`src/design/tsd_pkg.sv`:
```
// Shared types, constants and helpers for the terminator sequence deframer.
`default_nettype none
package tsd_pkg;

    // Terminator geometry
    localparam int MAX_DELIM_BYTES = 8;
    localparam int DELIM_W         = 8 * MAX_DELIM_BYTES;
    localparam int CNT_W           = 3;
    localparam int LEN_W           = 4;

    // Command queue depth
    localparam int QUEUE_DEPTH = 2;
    localparam int QPTR_W      = 1;
    localparam int QCNT_W      = 2;

    // Configuration register indexes
    localparam int CFG_IDX_W = 1;
    localparam logic [CFG_IDX_W-1:0] REG_DELIM_BYTES  = 1'b0;
    localparam logic [CFG_IDX_W-1:0] REG_DELIM_LENGTH = 1'b1;

    // What the back end has to do for one input byte
    typedef enum logic {
        CMD_DATA,
        CMD_END
    } cmd_kind_t;

    typedef struct packed {
        cmd_kind_t        kind;
        logic [CNT_W-1:0] replay_cnt;
        logic [7:0]       data_byte;
    } cmd_t;

    // Back end sequencer states
    typedef enum logic {
        BK_IDLE,
        BK_REPLAY
    } back_state_t;

    // Terminator byte at a given index
    function automatic logic [7:0] pattern_byte(input logic [DELIM_W-1:0] bytes,
                                                input logic [CNT_W-1:0]   idx);
        pattern_byte = bytes[{idx, 3'b000} +: 8];
    endfunction

endpackage
`default_nettype wire

```
`src/design/tsd_front.sv`:
```
// Front end: accepts input bytes, tracks the terminator match and issues commands.
`default_nettype none
module tsd_front import tsd_pkg::*; (
    input  wire logic               aclk,
    input  wire logic               aresetn,
    input  wire logic [DELIM_W-1:0] delim_bytes,
    input  wire logic [LEN_W-1:0]   delim_length,
    input  wire logic               s_valid,
    output logic                    s_ready,
    input  wire logic [7:0]         s_data_byte,
    output logic                    push,
    output cmd_t                    push_cmd,
    input  wire logic               queue_full
);

    logic [CNT_W-1:0] match_cnt_reg, match_cnt_next;
    logic [LEN_W-1:0] eff_len;
    logic             accept, hit, complete;

    // Clamp length to 1..MAX_DELIM_BYTES
    always_comb begin
        if (delim_length == '0) begin
            eff_len = LEN_W'(1);
        end else if (delim_length > LEN_W'(MAX_DELIM_BYTES)) begin
            eff_len = LEN_W'(MAX_DELIM_BYTES);
        end else begin
            eff_len = delim_length;
        end
    end

    assign s_ready  = !queue_full;
    assign accept   = s_valid && s_ready;
    assign hit      = (s_data_byte == pattern_byte(delim_bytes, match_cnt_reg));
    assign complete = ({1'b0, match_cnt_reg} + LEN_W'(1)) >= eff_len;

    // Classify the beat
    always_comb begin
        match_cnt_next      = match_cnt_reg;
        push                = 1'b0;
        push_cmd.kind       = CMD_DATA;
        push_cmd.replay_cnt = match_cnt_reg;
        push_cmd.data_byte  = s_data_byte;
        if (accept) begin
            if (!hit) begin
                push           = 1'b1;
                match_cnt_next = '0;
            end else if (!complete) begin
                match_cnt_next = match_cnt_reg + CNT_W'(1);
            end else begin
                push           = 1'b1;
                push_cmd.kind  = CMD_END;
                match_cnt_next = '0;
            end
        end
    end

    always_ff @(posedge aclk) begin
        if (!aresetn) begin
            match_cnt_reg <= '0;
        end else begin
            match_cnt_reg <= match_cnt_next;
        end
    end

endmodule
`default_nettype wire

```
`src/design/tsd_queue.sv`:
```
// Two-entry command queue between front and back ends.
`default_nettype none
module tsd_queue import tsd_pkg::*; (
    input  wire logic aclk,
    input  wire logic aresetn,
    input  wire logic push,
    input  cmd_t      push_cmd,
    output logic      full,
    input  wire logic pop,
    output cmd_t      pop_cmd,
    output logic      empty
);

    cmd_t              entry_reg [QUEUE_DEPTH];
    logic [QPTR_W-1:0] wr_ptr_reg, wr_ptr_next;
    logic [QPTR_W-1:0] rd_ptr_reg, rd_ptr_next;
    logic [QCNT_W-1:0] count_reg, count_next;
    logic              do_push, do_pop;

    assign full    = (count_reg == QCNT_W'(QUEUE_DEPTH));
    assign empty   = (count_reg == '0);
    assign do_push = push && !full;
    assign do_pop  = pop && !empty;
    assign pop_cmd = entry_reg[rd_ptr_reg];

    // Pointer and fill bookkeeping
    always_comb begin
        wr_ptr_next = do_push ? wr_ptr_reg + QPTR_W'(1) : wr_ptr_reg;
        rd_ptr_next = do_pop  ? rd_ptr_reg + QPTR_W'(1) : rd_ptr_reg;
        count_next  = count_reg;
        if (do_push && !do_pop) begin
            count_next = count_reg + QCNT_W'(1);
        end else if (do_pop && !do_push) begin
            count_next = count_reg - QCNT_W'(1);
        end
    end

    always_ff @(posedge aclk) begin
        if (!aresetn) begin
            wr_ptr_reg <= '0;
            rd_ptr_reg <= '0;
            count_reg  <= '0;
        end else begin
            wr_ptr_reg <= wr_ptr_next;
            rd_ptr_reg <= rd_ptr_next;
            count_reg  <= count_next;
        end
    end

    // Entry storage, no reset needed
    always_ff @(posedge aclk) begin
        if (do_push) begin
            entry_reg[wr_ptr_reg] <= push_cmd;
        end
    end

endmodule
`default_nettype wire

```
`src/design/tsd_back.sv`:
```
// Back end: replays held terminator bytes and drives the result register.
`default_nettype none
module tsd_back import tsd_pkg::*; (
    input  wire logic               aclk,
    input  wire logic               aresetn,
    input  wire logic [DELIM_W-1:0] delim_bytes,
    input  wire logic               q_empty,
    input  cmd_t                    q_cmd,
    output logic                    q_pop,
    output logic                    m_valid,
    input  wire logic               m_ready,
    output logic [7:0]              m_out_byte,
    output logic                    m_message_end,
    output logic                    m_last
);

    back_state_t      state_reg, state_next;
    cmd_t             cmd_reg, cmd_next;
    logic [CNT_W-1:0] idx_reg, idx_next;
    logic             valid_reg, valid_next;
    logic [7:0]       byte_reg, byte_next;
    logic             end_reg, end_next;
    logic             last_reg, last_next;
    logic             adv;

    // Output slot is free when empty or being taken
    assign adv = !valid_reg || m_ready;

    // Sequencer
    always_comb begin
        state_next = state_reg;
        cmd_next   = cmd_reg;
        idx_next   = idx_reg;
        valid_next = valid_reg && !m_ready;
        byte_next  = byte_reg;
        end_next   = end_reg;
        last_next  = last_reg;
        q_pop      = 1'b0;
        case (state_reg)
            BK_IDLE: begin
                if (adv && !q_empty) begin
                    q_pop      = 1'b1;
                    valid_next = 1'b1;
                    cmd_next   = q_cmd;
                    if (q_cmd.kind == CMD_END) begin
                        byte_next = 8'h00;
                        end_next  = 1'b1;
                        last_next = 1'b1;
                    end else if (q_cmd.replay_cnt == '0) begin
                        byte_next = q_cmd.data_byte;
                        end_next  = 1'b0;
                        last_next = 1'b1;
                    end else begin
                        byte_next  = pattern_byte(delim_bytes, '0);
                        end_next   = 1'b0;
                        last_next  = 1'b0;
                        idx_next   = CNT_W'(1);
                        state_next = BK_REPLAY;
                    end
                end
            end
            BK_REPLAY: begin
                if (adv) begin
                    valid_next = 1'b1;
                    end_next   = 1'b0;
                    if (idx_reg == cmd_reg.replay_cnt) begin
                        byte_next  = cmd_reg.data_byte;
                        last_next  = 1'b1;
                        state_next = BK_IDLE;
                    end else begin
                        byte_next = pattern_byte(delim_bytes, idx_reg);
                        last_next = 1'b0;
                        idx_next  = idx_reg + CNT_W'(1);
                    end
                end
            end
            default: begin
                state_next = BK_IDLE;
            end
        endcase
    end

    always_ff @(posedge aclk) begin
        if (!aresetn) begin
            state_reg <= BK_IDLE;
            valid_reg <= 1'b0;
        end else begin
            state_reg <= state_next;
            valid_reg <= valid_next;
        end
    end

    // Payload registers
    always_ff @(posedge aclk) begin
        cmd_reg  <= cmd_next;
        idx_reg  <= idx_next;
        byte_reg <= byte_next;
        end_reg  <= end_next;
        last_reg <= last_next;
    end

    assign m_valid       = valid_reg;
    assign m_out_byte    = byte_reg;
    assign m_message_end = end_reg;
    assign m_last        = last_reg;

endmodule
`default_nettype wire

```
`src/design/terminator_sequence_deframer_core.sv`:
```
// Top level of the terminator sequence deframer: config registers and wiring.
//
// Strips a programmable terminator of 1 to 8 bytes from a byte stream. A byte
// that matches the next terminator byte is held back and produces nothing; a
// mismatching byte produces the held-back prefix (replayed from the pattern)
// followed by the byte itself, the final beat flagged by m_last; a full match
// produces one beat with m_message_end set and m_out_byte zero. Input bytes
// are taken one per cycle while the two-entry command queue has room. The
// back end emits one result beat per cycle while m_ready is high, so a mismatch
// after k held bytes occupies it for k+1 beats and the input stalls once the
// queue fills. Results pass a queue entry, then the result register, to m_valid.
// Configuration is always ready and must only be written while the block is idle.
`default_nettype none
module terminator_sequence_deframer_core import tsd_pkg::*; (
    input  wire logic                 aclk,
    input  wire logic                 aresetn,
    input  wire logic                 cfg_valid,
    output logic                      cfg_ready,
    input  wire logic [CFG_IDX_W-1:0] cfg_index,
    input  wire logic [DELIM_W-1:0]   cfg_data,
    input  wire logic                 s_valid,
    output logic                      s_ready,
    input  wire logic [7:0]           s_data_byte,
    output logic                      m_valid,
    input  wire logic                 m_ready,
    output logic [7:0]                m_out_byte,
    output logic                      m_message_end,
    output logic                      m_last
);

    logic [DELIM_W-1:0] delim_bytes_reg;
    logic [LEN_W-1:0]   delim_length_reg;
    logic               push, pop, q_full, q_empty;
    cmd_t               push_cmd, pop_cmd;

    assign cfg_ready = 1'b1;

    // Configuration registers
    always_ff @(posedge aclk) begin
        if (!aresetn) begin
            delim_bytes_reg  <= '0;
            delim_length_reg <= LEN_W'(1);
        end else if (cfg_valid && cfg_ready) begin
            case (cfg_index)
                REG_DELIM_BYTES:  delim_bytes_reg  <= cfg_data;
                REG_DELIM_LENGTH: delim_length_reg <= cfg_data[LEN_W-1:0];
                default: ;
            endcase
        end
    end

    tsd_front u_front (
        .aclk         (aclk),
        .aresetn      (aresetn),
        .delim_bytes  (delim_bytes_reg),
        .delim_length (delim_length_reg),
        .s_valid      (s_valid),
        .s_ready      (s_ready),
        .s_data_byte  (s_data_byte),
        .push         (push),
        .push_cmd     (push_cmd),
        .queue_full   (q_full)
    );

    tsd_queue u_queue (
        .aclk     (aclk),
        .aresetn  (aresetn),
        .push     (push),
        .push_cmd (push_cmd),
        .full     (q_full),
        .pop      (pop),
        .pop_cmd  (pop_cmd),
        .empty    (q_empty)
    );

    tsd_back u_back (
        .aclk          (aclk),
        .aresetn       (aresetn),
        .delim_bytes   (delim_bytes_reg),
        .q_empty       (q_empty),
        .q_cmd         (pop_cmd),
        .q_pop         (pop),
        .m_valid       (m_valid),
        .m_ready       (m_ready),
        .m_out_byte    (m_out_byte),
        .m_message_end (m_message_end),
        .m_last        (m_last)
    );

endmodule
`default_nettype wire

```
`config.mk`:
```
export PLATFORM = sky130hd
export DESIGN_NAME = terminator_sequence_deframer_core
export DESIGN_NICKNAME = d
export VERILOG_FILES = /design/src/design/tsd_pkg.sv /design/src/design/tsd_front.sv /design/src/design/tsd_queue.sv /design/src/design/tsd_back.sv /design/src/design/terminator_sequence_deframer_core.sv
export SDC_FILE = /design/constraint.sdc
export NUM_CORES = 1
export LEC_CHECK = 0
export BUFFER_PORTS_ARGS = -buffer_cell sky130_fd_sc_hd__buf_2
export CAP_MARGIN = 25
export CORE_MARGIN = 2
export CORE_UTILIZATION = 45
export CTS_CLUSTER_DIAMETER = 40
export DETAILED_ROUTE_END_ITERATION = 8
export HOLD_SLACK_MARGIN = 0.08
export PLACE_DENSITY = 0.62
export RECOVER_POWER = 50
export SETUP_SLACK_MARGIN = 0.02
export SLEW_MARGIN = 20
export SYNTH_ARGS = -nofsm -noshare
export SYNTH_HDL_FRONTEND = slang
export SYNTH_SLANG_ARGS = --single-unit
```
`constraint.sdc`:
```
create_clock -name aclk -period 9.9 [get_ports aclk]
set_input_delay 1.485 -clock aclk [delete_from_list [all_inputs] [get_ports aclk]]
set_output_delay 1.485 -clock aclk [all_outputs]
set_load 0.01 [all_outputs]
```
==> reports/qor_table.md <==
| Quantity | This run | Unit |
|---|---|---|
| Placer Congestion | 0.801 | - |
| Insertion delay to the later sink of the worst-skew pair | 420 | ps |
| Floorplan die area | 14700 | um^2 |
| HPWL after detailed placement | 10500 | um |
| Overall Global Routing Usage | 0.208 | - |
| Setup skew after layout | 11.4 | ps |
| Finished Core Util | 0.545 | - |
| Overflow left after global routing | 0 | - |
| Main combinational cell family by area after synthesis | multiplexers | - |
| Slew Viols, Final | 110 | - |
| Global-route track usage on met1 | 0.272 | - |
| Proportion of layout cells with a drive suffix above 1 | 0.197 | - |
| Net count, final | 741 | - |
| Pin count of the biggest net entering global routing | 82 | - |
| Number of port buffers | 89 | - |
| Highest cell delay on the worst timing path | 1230 | ps |
| TritonRoute pass-1 iters | 4 | - |
| Inserted Clock Buffers | 17 | - |
| Cell family contributing the most delay on the critical path | buffers and inverters | - |
| Vertical extent of the die | 121 | um |
| Post-route DRC | 0 | - |
| Count of pins on the block boundary | 91 | - |
| Area fraction in and, or, nand and nor cells after synthesis | 0.151 | - |
| Setup Total Neg Slack | 0 | ps |
| Critical path capture point type | flip-flop | - |
| Share of cell area taken by muxes after synthesis | 0.176 | - |
| Pin slew with the least headroom to its limit | 2700 | ps |
| TritonCTS clock tree | done | - |
| Synth Area in XOR/XNOR | 0.0185 | - |
| RSZ-0062 raised after global routing | no | - |
| Endpoint arrival time on the critical path | 4710 | ps |
| Mean instance size in the synthesized netlist | 10.6 | um^2 |
| Htree depth | 4 | - |
| Synth cell types | 40 | - |
| Result of the run | finished, violations left | - |
| Commonest cells after routing, fill and taps aside | sky130_fd_sc_hd__nand2_1 (159), sky130_fd_sc_hd__dfxtp_1 (78), sky130_fd_sc_hd__buf_2 (70) | - |
| Filler instances | 1232 | - |
| Wire length of the first global-routing pass | 22900 | um |
| Drt initial violations | 321 | - |
| Final number of hold-violating endpoints | 0 | - |
| Starting utilization of the core area | 0.464 | - |
| Met3 layer usage reported by global route | 0.0446 | - |
| Routed via count divided by cell count | 5.37 | - |
| Total number of clock tree sinks | 126 | - |
| Post-layout min period | 4380 | ps |
| Max-slew headroom at the worst pin | -0.798 | - |
| Vias | 4534 | - |
| Post-CTS sizing | 0 | - |
| # Max-Cap Violations | 2 | - |
| Multi-input combinational cell area | 2970 | um^2 |
| CP Cell Sequence | clkbuf_1 > mux4_1 > mux2i_1 > xor2_1 > nand3_1 > nor4_4 > and2_1 > nor2_1 > ha_1 > or3_1 > a21boi_0 | - |
| WL/cell | 17.0 | um |
| CTS root buf | sky130_fd_sc_hd__clkbuf_16 | - |
| Static leakage | 2.71 | nW |
| Critical path type | flip-flop to flip-flop | - |
| Routed WL | 14400 | um |
| Post-Syn Area | 6170 | um^2 |
| Compound-cell area share of the yosys netlist | 0.119 | - |
| Sequential cell area | 3000 | um^2 |
| Layer with the highest usage | met2 | - |
| Hold WC Path Type | flip-flop to flip-flop | - |
| Largest voltage drop on the vdd net | 113 | uV |
| Max FO, Critical Path | 27 | - |
| Adder and majority cell fraction of the synthesized area | 0.0142 | - |
| Post-Syn Instances | 581 | - |
| Antenna violations before repair | 0 | - |
| Violated checks | max-capacitance violations, max-slew violations | - |
| Hold buffer count at CTS | 0 | - |
| Max stage delay cell, worst path | sky130_fd_sc_hd__clkbuf_1 | - |
| Area growth from synthesis to layout | 17.5 | % |
| Warnings, synthesis | 0 | - |
| Post-synthesis register bit count | 126 | - |
| X dimension of the die | 121 | um |
| Max Root-Sink Buffers | 2 | - |
| Setup bufs post-CTS | 0 | - |
| Nature of the critical path startpoint | flip-flop | - |
| Most common library cell in the layout ignoring fill and taps | sky130_fd_sc_hd__nand2_1 | - |
| Power Density | 229 | nW/um^2 |
| Number of routed nets with antenna violations | 0 | - |
| Core box area | 13300 | um^2 |
| Combined buffer and inverter count along the critical path | 1 | - |
| Met2 capacity usage during global routing | 0.334 | - |
| Vias in the first global route | 4397 | - |
| Row Count | 42 | - |
| Synthesized net count | 666 | - |
| Final critical-path share of the clock period | 0.442 | - |
| Sequential element share of the synthesized area | 0.487 | - |
| Setup violations, final | 0 | - |
| Required time at the worst-slack endpoint | 10230 | ps |
| Clock input transition at the sequential cells of the worst setup and hold paths | 50 | ps |
| Highest Clock Rate | 228 | MHz |
| Number of flip-flops in the largest register | 64 | - |
| Ant diodes | 0 | - |
| Total Power | 1.66 | mW |
## through the flow
stage                     setup slack [ps]  std cells  instance area, um^2  hold slack (ps)
after global placement                6360        812                 6720              466
after CTS                             6460        845                 7290              480
final                                 5520        845                 7250              479
after floorplan                       6320        581                 6170              420
after global routing                  5240        845                 7250              514
after detailed placement              6320        813                 6720              473
## tightest hold or removal path: stages (launching register included)
cell and delay (ps):
sky130_fd_sc_hd__dfxtp_1 310, sky130_fd_sc_hd__nand2_1 50, sky130_fd_sc_hd__a21boi_0 60
## cells in the mapped netlist
library cell	n	area share
sky130_fd_sc_hd__buf_6	1	0.0018
sky130_fd_sc_hd__o221ai_2	1	0.0024
sky130_fd_sc_hd__and2_1	7	0.0071
sky130_fd_sc_hd__buf_4	2	0.0024
sky130_fd_sc_hd__a21boi_0	69	0.084
sky130_fd_sc_hd__inv_1	4	0.0024
sky130_fd_sc_hd__nor3_1	5	0.0041
sky130_fd_sc_hd__conb_1	1	0.00061
sky130_fd_sc_hd__o41a_1	1	0.0018
sky130_fd_sc_hd__nand2_1	159	0.097
sky130_fd_sc_hd__xnor2_1	2	0.0028
sky130_fd_sc_hd__and3_1	3	0.0030
sky130_fd_sc_hd__nor2_1	10	0.0061
sky130_fd_sc_hd__nand3_1	10	0.0081
sky130_fd_sc_hd__a21oi_1	4	0.0032
sky130_fd_sc_hd__o211ai_1	1	0.0012
sky130_fd_sc_hd__mux4_2	20	0.073
sky130_fd_sc_hd__edfxtp_1	48	0.23
sky130_fd_sc_hd__dfxtp_1	78	0.25
sky130_fd_sc_hd__mux4_1	8	0.034
sky130_fd_sc_hd__a21boi_1	3	0.0037
sky130_fd_sc_hd__mux2i_1	30	0.049
sky130_fd_sc_hd__or3_1	2	0.0020
sky130_fd_sc_hd__a21o_1	3	0.0037
sky130_fd_sc_hd__mux2_2	11	0.020
sky130_fd_sc_hd__xor2_1	11	0.016
sky130_fd_sc_hd__nor3b_1	3	0.0037
sky130_fd_sc_hd__buf_1	1	0.00061
sky130_fd_sc_hd__or4b_1	1	0.0016
sky130_fd_sc_hd__nor2b_1	5	0.0051
sky130_fd_sc_hd__a22oi_1	4	0.0049
sky130_fd_sc_hd__o21ai_0	18	0.015
sky130_fd_sc_hd__ha_1	7	0.014
sky130_fd_sc_hd__nor4_4	1	0.0034
sky130_fd_sc_hd__nand4_1	3	0.0030
sky130_fd_sc_hd__or4b_2	1	0.0016
sky130_fd_sc_hd__clkbuf_1	32	0.019
sky130_fd_sc_hd__buf_2	5	0.0041
sky130_fd_sc_hd__buf_12	1	0.0032
sky130_fd_sc_hd__nand2b_1	5	0.0051
## power breakdown
part	leakage (nW)	internal [mW]	switching (mW)
combinational	1.34	0.147	0.189
clock	0.280	0.377	0.211
sequential	1.10	0.660	0.0782
total	2.71	1.18	0.478
## metal layers
| metal | vias to the layer above | wire [um] | share of wire |
|---|---|---|---|
| met5 | - | 0 | 0 |
| met4 | 0 | 303 | 0.021 |
| met3 | 22 | 778 | 0.054 |
| met2 | 125 | 6990 | 0.49 |
| met1 | 2177 | 6310 | 0.44 |
| li1 | 2210 | - | - |
## path summary, 6_finish.rpt
check	depth (start not counted)	startpoint	slack [ps]	to
setup reg to reg	11	u_front.match_cnt_reg[0]$_SDFFE_PN0P_	5520	u_queue.count_reg[1]$_SDFFE_PN0P_
setup / recovery	11	u_front.match_cnt_reg[0]$_SDFFE_PN0P_	5520	u_queue.count_reg[1]$_SDFFE_PN0P_
hold reg to reg	2	delim_bytes_reg[24]$_SDFFE_PN0P_	480	delim_bytes_reg[24]$_SDFFE_PN0P_
hold / removal	2	delim_bytes_reg[24]$_SDFFE_PN0P_	480	delim_bytes_reg[24]$_SDFFE_PN0P_
## cells by family (layout without fill, tap and decap cells)
family | count (synthesis) | in the layout
fa+ha+maj | 7 | 7
flops | 126 | 126
buf+inv | 46 | 134
mux | 69 | 69
other cells | 1 | 1
xor+xnor | 13 | 13
simple gates | 215 | 215
compound gates | 104 | 104
## layout make-up
| cell class | instances | area share |
|---|---|---|
| inverter | 4 | 0.00207 |
| multi-input combinational | 409 | 0.409 |
| sequential | 126 | 0.414 |
| clock inverter | 6 | 0.00794 |
| timing repair buffer | 98 | 0.0659 |
| tap | 176 | 0.0304 |
| clock buffer | 26 | 0.0702 |
Power figures use the tool's default switching activity.
